## src/rtl/core/fmn_pkg.sv

```systemverilog
package fmn_pkg;

    // Width of the rate words and of the divider's divisor and remainder
    localparam int DW = 32;

    typedef struct packed {
        logic busy;
        logic done;
    } fmn_div_stat_t;

endpackage

```

## src/rtl/core/fractional_divider_mn_search_unit.sv

```systemverilog
// Channel   | Handshake          | Payload
// ----------+--------------------+------------------------------------------
// request   | in_valid/in_ready  | mode, parent_freq, target_rate
// result    | out_valid/out_ready| status, mult_m, div_n, actual_rate
//
// The sequencer checks, divides parent by target, divides parent * M_LIMIT (PW = 32 +
// bits of M_LIMIT wide) by target, searches M at one candidate per cycle and divides
// parent * M by N; errors and exact fits skip steps. The divides share one bit-serial divider.
// in_ready is high only while the sequencer is idle. Reset is asynchronous, active low.
// A result waits in the output register while the next request runs; a second result
// holds in the last state until out_ready frees the register.
module fractional_divider_mn_search_unit
    import fmn_pkg::*;
#(
    parameter int M_LIMIT = 511,
    parameter int N_LIMIT = 1048575
)
(
    input  logic                             clk,
    input  logic                             rst_n,
    input  logic                             in_valid,
    output logic                             in_ready,
    input  logic                             mode,
    input  logic [DW - 1:0]                  parent_freq,
    input  logic [DW - 1:0]                  target_rate,
    output logic                             out_valid,
    input  logic                             out_ready,
    output logic [1:0]                       status,
    output logic [$clog2(M_LIMIT + 1) - 1:0] mult_m,
    output logic [$clog2(N_LIMIT + 1) - 1:0] div_n,
    output logic [DW - 1:0]                  actual_rate
);

    localparam int MW = $clog2(M_LIMIT + 1);
    localparam int NW = $clog2(N_LIMIT + 1);
    localparam int PW = DW + MW;
    localparam int CW = $clog2(PW + 1);

    localparam logic [1:0] ST_OK          = 2'd0;
    localparam logic [1:0] ST_PARENT_LOW  = 2'd1;
    localparam logic [1:0] ST_NO_PAIR     = 2'd2;
    localparam logic [1:0] ST_ZERO_TARGET = 2'd3;

    localparam logic [2:0] S_IDLE    = 3'd0;
    localparam logic [2:0] S_CHECK   = 3'd1;
    localparam logic [2:0] S_DIV1    = 3'd2;
    localparam logic [2:0] S_DIV2    = 3'd3;
    localparam logic [2:0] S_SEARCH  = 3'd4;
    localparam logic [2:0] S_RATE_GO = 3'd5;
    localparam logic [2:0] S_RATE    = 3'd6;
    localparam logic [2:0] S_DONE    = 3'd7;

    logic [2:0]      state_reg;
    logic [2:0]      state_next;

    logic            mode_reg;
    logic [DW - 1:0] parent_reg;
    logic [DW - 1:0] target_reg;
    logic [DW - 1:0] q_reg;
    logic [DW - 1:0] r_reg;
    logic [MW - 1:0] m_reg;
    logic [PW - 1:0] n_reg;
    logic [DW - 1:0] rem_reg;
    logic [DW - 1:0] best_rem_reg;
    logic [MW - 1:0] best_m_reg;
    logic [NW - 1:0] best_n_reg;
    logic            found_reg;
    logic [1:0]      res_status_reg;
    logic [DW - 1:0] rate_reg;

    logic            out_valid_reg;
    logic [1:0]      status_reg;
    logic [MW - 1:0] mult_m_reg;
    logic [NW - 1:0] div_n_reg;
    logic [DW - 1:0] actual_rate_reg;

    // divider hookup
    fmn_div_stat_t   div_stat;
    logic            div_start;
    logic [CW - 1:0] div_iters;
    logic [PW - 1:0] div_dividend;
    logic [DW - 1:0] div_divisor;
    logic [PW - 1:0] div_quot;
    logic [DW - 1:0] div_rem;

    logic [MW - 1:0] mul_sel;
    logic [PW - 1:0] mul_prod;

    logic            in_acc;
    logic            out_load;
    logic            zero_tgt;
    logic            parent_low;
    logic [DW - 1:0] q_now;
    logic            exact;
    logic            q_over;
    logic            cand_ok;
    logic            cand_exact;
    logic            cand_take;
    logic            last_m;
    logic [DW:0]     rem_diff;
    logic            borrow;
    logic [DW - 1:0] rem_step;
    logic [PW - 1:0] n_step;

    fmn_div #(
        .PW (PW)
    ) u_div (
        .clk       (clk),
        .rst_n     (rst_n),
        .start     (div_start),
        .iters     (div_iters),
        .dividend  (div_dividend),
        .divisor   (div_divisor),
        .stat      (div_stat),
        .quotient  (div_quot),
        .remainder (div_rem)
    );

    always_comb
    begin
        in_acc     = in_valid && in_ready;
        out_load   = (state_reg == S_DONE) && (!out_valid_reg || out_ready);
        zero_tgt   = (target_reg == '0);
        parent_low = mode_reg && ({1'b0, parent_reg} < {target_reg, 1'b0});
        q_now      = div_quot[DW - 1:0];
        exact      = (div_rem == '0) && (q_now > DW'(1));
        q_over     = (q_now > DW'(N_LIMIT));

        // candidate must satisfy 2M <= N <= N_LIMIT
        cand_ok    = (n_reg >= PW'({m_reg, 1'b0})) && (n_reg <= PW'(N_LIMIT));
        cand_exact = cand_ok && (rem_reg == '0);
        cand_take  = cand_ok && (rem_reg < best_rem_reg);
        last_m     = (m_reg == MW'(1));

        // step to M-1: subtract parent = q*target + r from the product
        rem_diff   = {1'b0, rem_reg} - {1'b0, r_reg};
        borrow     = rem_diff[DW];
        rem_step   = borrow ? (rem_diff[DW - 1:0] + target_reg) : rem_diff[DW - 1:0];
        n_step     = n_reg - PW'(q_reg) - PW'(borrow);

        mul_sel    = (state_reg == S_RATE_GO) ? best_m_reg : MW'(M_LIMIT);
        mul_prod   = PW'(parent_reg) * PW'(mul_sel);
    end

    always_comb
    begin
        div_start    = 1'b0;
        div_iters    = CW'(PW);
        div_dividend = mul_prod;
        div_divisor  = target_reg;
        unique case (state_reg)
            S_CHECK:
            begin
                div_start    = !zero_tgt && !parent_low;
                div_iters    = CW'(DW);
                div_dividend = {parent_reg, MW'(0)};
            end
            S_DIV1:
            begin
                div_start = div_stat.done && !exact;
            end
            S_RATE_GO:
            begin
                div_start   = 1'b1;
                div_divisor = DW'(best_n_reg);
            end
            default:
            begin
                div_start = 1'b0;
            end
        endcase
    end

    always_comb
    begin
        state_next = state_reg;
        unique case (state_reg)
            S_IDLE:
            begin
                if (in_acc)
                    state_next = S_CHECK;
            end
            S_CHECK:
            begin
                if (zero_tgt || parent_low)
                    state_next = S_DONE;
                else
                    state_next = S_DIV1;
            end
            S_DIV1:
            begin
                if (div_stat.done)
                begin
                    if (!exact)
                        state_next = S_DIV2;
                    else if (q_over)
                        state_next = S_DONE;
                    else
                        state_next = S_RATE_GO;
                end
            end
            S_DIV2:
            begin
                if (div_stat.done)
                    state_next = S_SEARCH;
            end
            S_SEARCH:
            begin
                if (cand_exact)
                    state_next = S_RATE_GO;
                else if (last_m)
                    state_next = (found_reg || cand_take) ? S_RATE_GO : S_DONE;
            end
            S_RATE_GO:
            begin
                state_next = S_RATE;
            end
            S_RATE:
            begin
                if (div_stat.done)
                    state_next = S_DONE;
            end
            S_DONE:
            begin
                if (out_load)
                    state_next = S_IDLE;
            end
            default:
            begin
                state_next = S_IDLE;
            end
        endcase
    end

    always_ff @(posedge clk or negedge rst_n)
    begin
        if (!rst_n)
        begin
            state_reg     <= S_IDLE;
            out_valid_reg <= 1'b0;
            found_reg     <= 1'b0;
        end
        else
        begin
            state_reg <= state_next;
            if (out_load)
                out_valid_reg <= 1'b1;
            else if (out_ready)
                out_valid_reg <= 1'b0;
            if (state_reg == S_DIV2)
                found_reg <= 1'b0;
            else if (state_reg == S_SEARCH && cand_take)
                found_reg <= 1'b1;
        end
    end

    always_ff @(posedge clk)
    begin
        if (in_acc)
        begin
            mode_reg   <= mode;
            parent_reg <= parent_freq;
            target_reg <= target_rate;
        end

        case (state_reg)
            S_CHECK:
            begin
                if (zero_tgt)
                    res_status_reg <= ST_ZERO_TARGET;
                else if (parent_low)
                    res_status_reg <= ST_PARENT_LOW;
            end
            S_DIV1:
            begin
                if (div_stat.done)
                begin
                    q_reg <= q_now;
                    r_reg <= div_rem;
                    if (exact)
                    begin
                        best_m_reg     <= MW'(1);
                        best_n_reg     <= NW'(q_now);
                        res_status_reg <= q_over ? ST_NO_PAIR : ST_OK;
                    end
                end
            end
            S_DIV2:
            begin
                if (div_stat.done)
                begin
                    m_reg        <= MW'(M_LIMIT);
                    n_reg        <= div_quot;
                    rem_reg      <= div_rem;
                    best_rem_reg <= target_reg;
                end
            end
            S_SEARCH:
            begin
                if (cand_exact || cand_take)
                begin
                    best_m_reg   <= m_reg;
                    best_n_reg   <= NW'(n_reg);
                    best_rem_reg <= rem_reg;
                end
                if (cand_exact || (last_m && (found_reg || cand_take)))
                    res_status_reg <= ST_OK;
                else if (last_m)
                    res_status_reg <= ST_NO_PAIR;
                else
                begin
                    m_reg   <= m_reg - MW'(1);
                    n_reg   <= n_step;
                    rem_reg <= rem_step;
                end
            end
            S_RATE:
            begin
                if (div_stat.done)
                    rate_reg <= div_quot[DW - 1:0];
            end
            default:
            begin
            end
        endcase

        if (out_load)
        begin
            status_reg <= res_status_reg;
            if (res_status_reg == ST_OK)
            begin
                mult_m_reg      <= best_m_reg;
                div_n_reg       <= best_n_reg;
                actual_rate_reg <= rate_reg;
            end
            else
            begin
                mult_m_reg      <= '0;
                div_n_reg       <= '0;
                actual_rate_reg <= '0;
            end
        end
    end

    assign in_ready    = (state_reg == S_IDLE);
    assign out_valid   = out_valid_reg;
    assign status      = status_reg;
    assign mult_m      = mult_m_reg;
    assign div_n       = div_n_reg;
    assign actual_rate = actual_rate_reg;

`ifndef SYNTH
    a_ok_pair: assert property (@(posedge clk) disable iff (!rst_n)
        (out_valid && status == ST_OK) |->
            (mult_m != '0) && (PW'(div_n) >= PW'({mult_m, 1'b0})))
        else $error("ok result with out-of-range pair");
    a_err_zero: assert property (@(posedge clk) disable iff (!rst_n)
        (out_valid && status != ST_OK) |->
            (mult_m == '0) && (div_n == '0) && (actual_rate == '0))
        else $error("error result with nonzero fields");
    a_idle_div: assert property (@(posedge clk) disable iff (!rst_n)
        in_ready |-> !div_stat.busy)
        else $error("request taken while divider busy");
`endif

endmodule

```

## src/rtl/core/fmn_div.sv

```systemverilog
// Shared restoring divider, one quotient bit per cycle
module fmn_div
    import fmn_pkg::*;
#(
    parameter int PW = 41
)
(
    input  logic                         clk,
    input  logic                         rst_n,
    input  logic                         start,
    input  logic [$clog2(PW + 1) - 1:0]  iters,
    input  logic [PW - 1:0]              dividend,
    input  logic [DW - 1:0]              divisor,
    output fmn_div_stat_t                stat,
    output logic [PW - 1:0]              quotient,
    output logic [DW - 1:0]              remainder
);

    localparam int CW = $clog2(PW + 1);

    logic [PW - 1:0] dq_reg;
    logic [DW - 1:0] rem_reg;
    logic [DW - 1:0] div_reg;
    logic [CW - 1:0] cnt_reg;
    logic            busy_reg;
    logic            done_reg;

    logic [DW:0]     trial;
    logic [DW:0]     trial_sub;
    logic            ge;

    always_comb
    begin
        trial     = {rem_reg, dq_reg[PW - 1]};
        trial_sub = trial - {1'b0, div_reg};
        ge        = (trial >= {1'b0, div_reg});
    end

    always_ff @(posedge clk or negedge rst_n)
    begin
        if (!rst_n)
        begin
            busy_reg <= 1'b0;
            done_reg <= 1'b0;
            cnt_reg  <= '0;
        end
        else
        begin
            done_reg <= 1'b0;
            if (start)
            begin
                busy_reg <= 1'b1;
                cnt_reg  <= iters;
            end
            else if (busy_reg)
            begin
                cnt_reg <= cnt_reg - CW'(1);
                if (cnt_reg == CW'(1))
                begin
                    busy_reg <= 1'b0;
                    done_reg <= 1'b1;
                end
            end
        end
    end

    always_ff @(posedge clk)
    begin
        if (start)
        begin
            dq_reg  <= dividend;
            rem_reg <= '0;
            div_reg <= divisor;
        end
        else if (busy_reg)
        begin
            // shift in the next dividend bit, subtract when it fits
            dq_reg  <= {dq_reg[PW - 2:0], ge};
            rem_reg <= ge ? trial_sub[DW - 1:0] : trial[DW - 1:0];
        end
    end

    assign stat.busy = busy_reg;
    assign stat.done = done_reg;
    assign quotient  = dq_reg;
    assign remainder = rem_reg;

`ifndef SYNTH
    a_start_busy: assert property (@(posedge clk) disable iff (!rst_n)
        start |=> busy_reg)
        else $error("divider not busy after start");
    a_done_idle: assert property (@(posedge clk) disable iff (!rst_n)
        done_reg |-> !busy_reg)
        else $error("divider done while still busy");
    a_busy_cnt: assert property (@(posedge clk) disable iff (!rst_n)
        busy_reg |-> cnt_reg != '0)
        else $error("divider busy with zero count");
`endif

endmodule

```

## config.mk

```make
export PLATFORM = sky130hd
export DESIGN_NAME = fractional_divider_mn_search_unit
export DESIGN_NICKNAME = d
export VERILOG_FILES = /design/src/rtl/core/fmn_pkg.sv /design/src/rtl/core/fractional_divider_mn_search_unit.sv /design/src/rtl/core/fmn_div.sv
export SDC_FILE = /design/constraint.sdc
export NUM_CORES = 2
export LEC_CHECK = 0
export BUFFER_PORTS_ARGS = -buffer_cell sky130_fd_sc_hd__buf_2
export CAP_MARGIN = 10
export CORE_MARGIN = 3
export CORE_UTILIZATION = 58
export DETAILED_ROUTE_END_ITERATION = 10
export GPL_TIMING_DRIVEN = 1
export PLACE_DENSITY = 0.78
export REMOVE_ABC_BUFFERS = 1
export SETUP_SLACK_MARGIN = 0.4
export SKIP_CTS_REPAIR_TIMING = 1
export SLEW_MARGIN = 20
export SYNTH_ARGS = -nofsm -noshare
export SYNTH_HDL_FRONTEND = slang
export SYNTH_SLANG_ARGS = --single-unit
export TNS_END_PERCENT = 50
```

## constraint.sdc

```tcl
create_clock -name clk -period 7.6 [get_ports clk]
set_input_delay 0.76 -clock clk [delete_from_list [all_inputs] [get_ports clk]]
set_output_delay 0.76 -clock clk [all_outputs]
set_load 0.02 [all_outputs]
```

==> run summary <==
Summing every instance area after synthesis gives 37200 um2. The logs give 17.3 nW for the leakage power total and 30.6% for the global-route usage over all layers. The final clock period utilization by the worst path is 90.2%. Max-cap violations in this run came to 0.

For the final routed database, the setup TNS stands at 0 ns. Remaining antenna violation count after routing: 0. The cell taking the most area after synthesis is sky130_fd_sc_hd__edfxtp_1. The number of cells in the finished layout apart from fillers was 4760; the first-iteration detailed-routing DRC count was 2855. The stage delay of the slowest cell on the critical path was 0.52 ns. The Yosys warning count is 0, and the antenna cell count is 0. The via count came out at 28600.

The total area of multi-input combinational cells is 20600 um2. The H-tree was split into 2 levels. Data on the critical path is required at its endpoint by 7.96 ns.

The number of top-level pins came out at 134. The worst register-to-register path has a setup slack of 0.74 ns. After routing the design area is 40600 um2.

In this run the deepest clock path goes through 3 buffers. Counting flops with a built-in enable in the synthesized netlist gives 442. Registers take 14200 um2.

The distinct cell type count after synthesis was 89; the via density per instance was 6.00. For the data arrival time of the worst path, the log shows 7.21 ns. The number of synthesized register bits was 487; the global-route wire length before repair was 159000 um. Cells fill 64.2% of the core in the end. The met2 track demand over resource in global routing was 50.1%.

In this run the worst path has a maximum fanout of 5. For the pin with the worst max-slew slack, the measured transition is 1.17 ns. After detailed routing, the average wire length per cell comes to 21.4 um.

Setup repair after global routing left no endpoint under its margin. Clock tree synthesis found a total of 487 sinks. In the layout the commonest cells are 506 x sky130_fd_sc_hd__inv_1, 442 x sky130_fd_sc_hd__edfxtp_1, 392 x sky130_fd_sc_hd__nand2_1.

The die extent in x was 259 um; the area growth from synthesis to final layout was 9.19%. The number of buffers inserted by port buffering is 133. The most used flip-flop cell after synthesis is sky130_fd_sc_hd__edfxtp_1. For this run, global-route usage on met3 was measured as 5.40%. For this run, asynchronously set or reset flops after synthesis account for 2.67%. Class of the tightest hold or removal check: in -> async. Counting every instance in the synthesized netlist gives 3798. For the final count of pins violating max slew, the log shows 0. Summed over all layers, the global routing overflow is 0.

Clock-pin slew was measured on the worst setup and hold paths at 0.07 ns. The worst setup path is launched from a register. For this run, the post-layout net count is 4446. The post-route netlist has 8.87% of its cells at a drive strength greater than 1. The logs give 21.7% for the max-slew headroom at the worst pin and 5 for the count of TritonRoute iterations in the first routing pass. The end of the worst register-to-register path was n_reg[34]$_DFFE_PP_.

Sorting the synthesized cells by area gives the leading types as sky130_fd_sc_hd__edfxtp_1 36%, sky130_fd_sc_hd__fa_1 12%, sky130_fd_sc_hd__ha_1 9.9%. Clock latency reported for the late side of the worst-skew pair: 0.64 ns. Global routing consumed, on the met1 layer, 39.6% of the routing resources. For the starting utilization of the core area, the log shows 58.8%.

For the DRC violations left, the log shows 0. The floorplan has 92 rows. IR analysis of the VDD net gives a maximum drop of 0.176 mV.

On the final layout, the worst clock skew is 0.0480 ns. After synthesis, flip-flops and latches occupy 38.3% of the total area. Routability-driven placement finished with a final weighted congestion of 0.969. STA classifies the critical path endpoint as a register.

Entering global routing, the biggest net connects 86 pins. TritonCTS built the clock tree. Setup violations remaining at the end of the flow were counted as 0. The slowest stage of the critical path belongs to the cell sky130_fd_sc_hd__fa_1. Routing layer with the top usage in global route: met2.

In this run the power density over the cells is 138 nW/um2. The synthesized design devotes to its leading area cell type 35.7% of total area. The number of global-route vias before repair was 28100. Based on the critical path, the design can be clocked at up to 146 MHz.

The flow ran to the end, and the final reports show no timing, DRC or antenna violations. The synthesized area divided by synthesized cell count came out at 9.80 um2. For the worst flop-to-flop path, the logic depth is 29.

The number of buffers created by CTS came out at 54. The HPWL after detailed placement is 75300 um. Summing all placed instances gives a cell area of 38700 um2.

The chip height is 259 um. Post-layout minimum cycle time: 6.86 ns. The number of antenna violations at the first check in global routing came out at 3. The count of fill cells added during filler insertion is 5056. The final hold violation count was 0. The root buffer cell chosen for the clock tree is sky130_fd_sc_hd__clkbuf_16. The setup path with the least slack is of type reg -> reg.

The total wirelength of the detailed-routed design came out at 102000 um. Power comes to 0.00560 W. The most frequent standard cell in the layout excluding fill and tap cells was sky130_fd_sc_hd__inv_1. The core region is 63300 um2. The die covers 67200 um2.

The worst register-to-register path begins at rem_reg[0]$_DFFE_PP_. The number of placed instances, taps included is 4654.
-- where the power goes --
group / leakage (nW) / switching (W) / total, W / internal, W
combinational: 12.4 / 0.00000772 / 0.0000198 / 0.0000121
clock: 0.879 / 0.00114 / 0.00270 / 0.00156
sequential: 4.03 / 0.0000000000000000000260 / 0.00288 / 0.00288
total: 17.3 / 0.00115 / 0.00560 / 0.00445
-- logic make-up after synthesis --
logic type	Yosys count	share of synthesized area [%]
multiplexers	48	1.36
flip-flops	487	38.3
adder cells (fa/ha/maj)	509	21.5
buffers and inverters	669	6.82
AND/OR/NAND/NOR	1116	14.8
XOR/XNOR	147	3.46
AO/OA/AOI/OAI	822	13.9
-- Yosys cell counts, types with 5 or more instances --
cell type                   instances
sky130_fd_sc_hd__o21ai_1           11
sky130_fd_sc_hd__nand2b_1          27
sky130_fd_sc_hd__xor2_1            61
sky130_fd_sc_hd__a21o_1           108
sky130_fd_sc_hd__xnor2_1           86
sky130_fd_sc_hd__a31o_2             6
sky130_fd_sc_hd__o22ai_1            6
sky130_fd_sc_hd__or2_2              9
sky130_fd_sc_hd__a211oi_1          36
sky130_fd_sc_hd__o31ai_1           11
sky130_fd_sc_hd__and4_1             5
sky130_fd_sc_hd__a2111oi_0          5
sky130_fd_sc_hd__ha_1             293
sky130_fd_sc_hd__and3_1            17
sky130_fd_sc_hd__mux2_2            20
sky130_fd_sc_hd__o221ai_1           5
sky130_fd_sc_hd__dfrtp_1           13
sky130_fd_sc_hd__a31oi_1           33
sky130_fd_sc_hd__buf_2              7
sky130_fd_sc_hd__a21boi_0           7
sky130_fd_sc_hd__a21oi_1          223
sky130_fd_sc_hd__nor3_1            32
sky130_fd_sc_hd__or3_1             19
sky130_fd_sc_hd__nand3_1           49
sky130_fd_sc_hd__o41ai_1            5
sky130_fd_sc_hd__buf_1             41
sky130_fd_sc_hd__mux2i_1           27
sky130_fd_sc_hd__dfxtp_1           32
sky130_fd_sc_hd__edfxtp_1         442
sky130_fd_sc_hd__inv_1            507
sky130_fd_sc_hd__fa_1             216
sky130_fd_sc_hd__nand2_1          395
sky130_fd_sc_hd__and2_1           175
sky130_fd_sc_hd__clkbuf_1         109
sky130_fd_sc_hd__o21ai_0          239
sky130_fd_sc_hd__nor2b_1          108
sky130_fd_sc_hd__nor2_1           188
sky130_fd_sc_hd__nor4_1            44
sky130_fd_sc_hd__o211ai_1          19
sky130_fd_sc_hd__o21a_1            26
sky130_fd_sc_hd__o21bai_1          26
sky130_fd_sc_hd__nand4_1           29
-- stage by stage --
step,hold slack [ns],worst slack [ns]
5_1_grt,0.0403,0.422
2_1_floorplan,0.427,-0.990
3_5_place_dp,0.506,0.437
4_1_cts,0.00239,0.396
3_3_place_gp,0.504,0.552
6_report,0.0230,0.744
-- area by class of cell --
class | count | area share, %
Tap cell | 846 | 2.61
Clock inverter | 31 | 0.850
Sequential cell | 487 | 35.0
Multi-Input combinational cell | 2642 | 50.7
Inverter | 508 | 4.70
Clock buffer | 71 | 3.66
Timing Repair Buffer | 175 | 2.46
-- worst max-delay path, delay by kind of cell (launching register included) --
family	cells	cell delay, ns
adders and majority gates	5	1.54
and+or+nand+nor	6	1.01
xor gates and xnor gates	1	0.17
DFF	1	0.38
AOI/OAI and AO/OA	13	3.19
buffers and inverters	4	0.26
-- worst max-delay path by stage --
stage	slack, ns	depth (start not counted)	from	endpoint
after floorplan	-0.99	8	state_reg[1]$_DFFE_PN0P_	u_div.quotient[25]$_DFFE_PP_
after global placement	0.55	28	rem_reg[0]$_DFFE_PP_	n_reg[38]$_DFFE_PP_
after detailed placement	0.44	28	rem_reg[0]$_DFFE_PP_	n_reg[40]$_DFFE_PP_
after CTS	0.40	28	rem_reg[0]$_DFFE_PP_	n_reg[38]$_DFFE_PP_
after global routing	0.42	29	rem_reg[0]$_DFFE_PP_	n_reg[40]$_DFFE_PP_
final	0.74	29	rem_reg[0]$_DFFE_PP_	n_reg[34]$_DFFE_PP_
-- routing by layer --
layer  wire length [um]  vias to the layer above
met4               5920                        4
met2              47500                     1287
met5                 27                        -
met3               8830                      298
li1                   -                    13200
met1              39500                    13800
(Power assumes the default switching activity.)
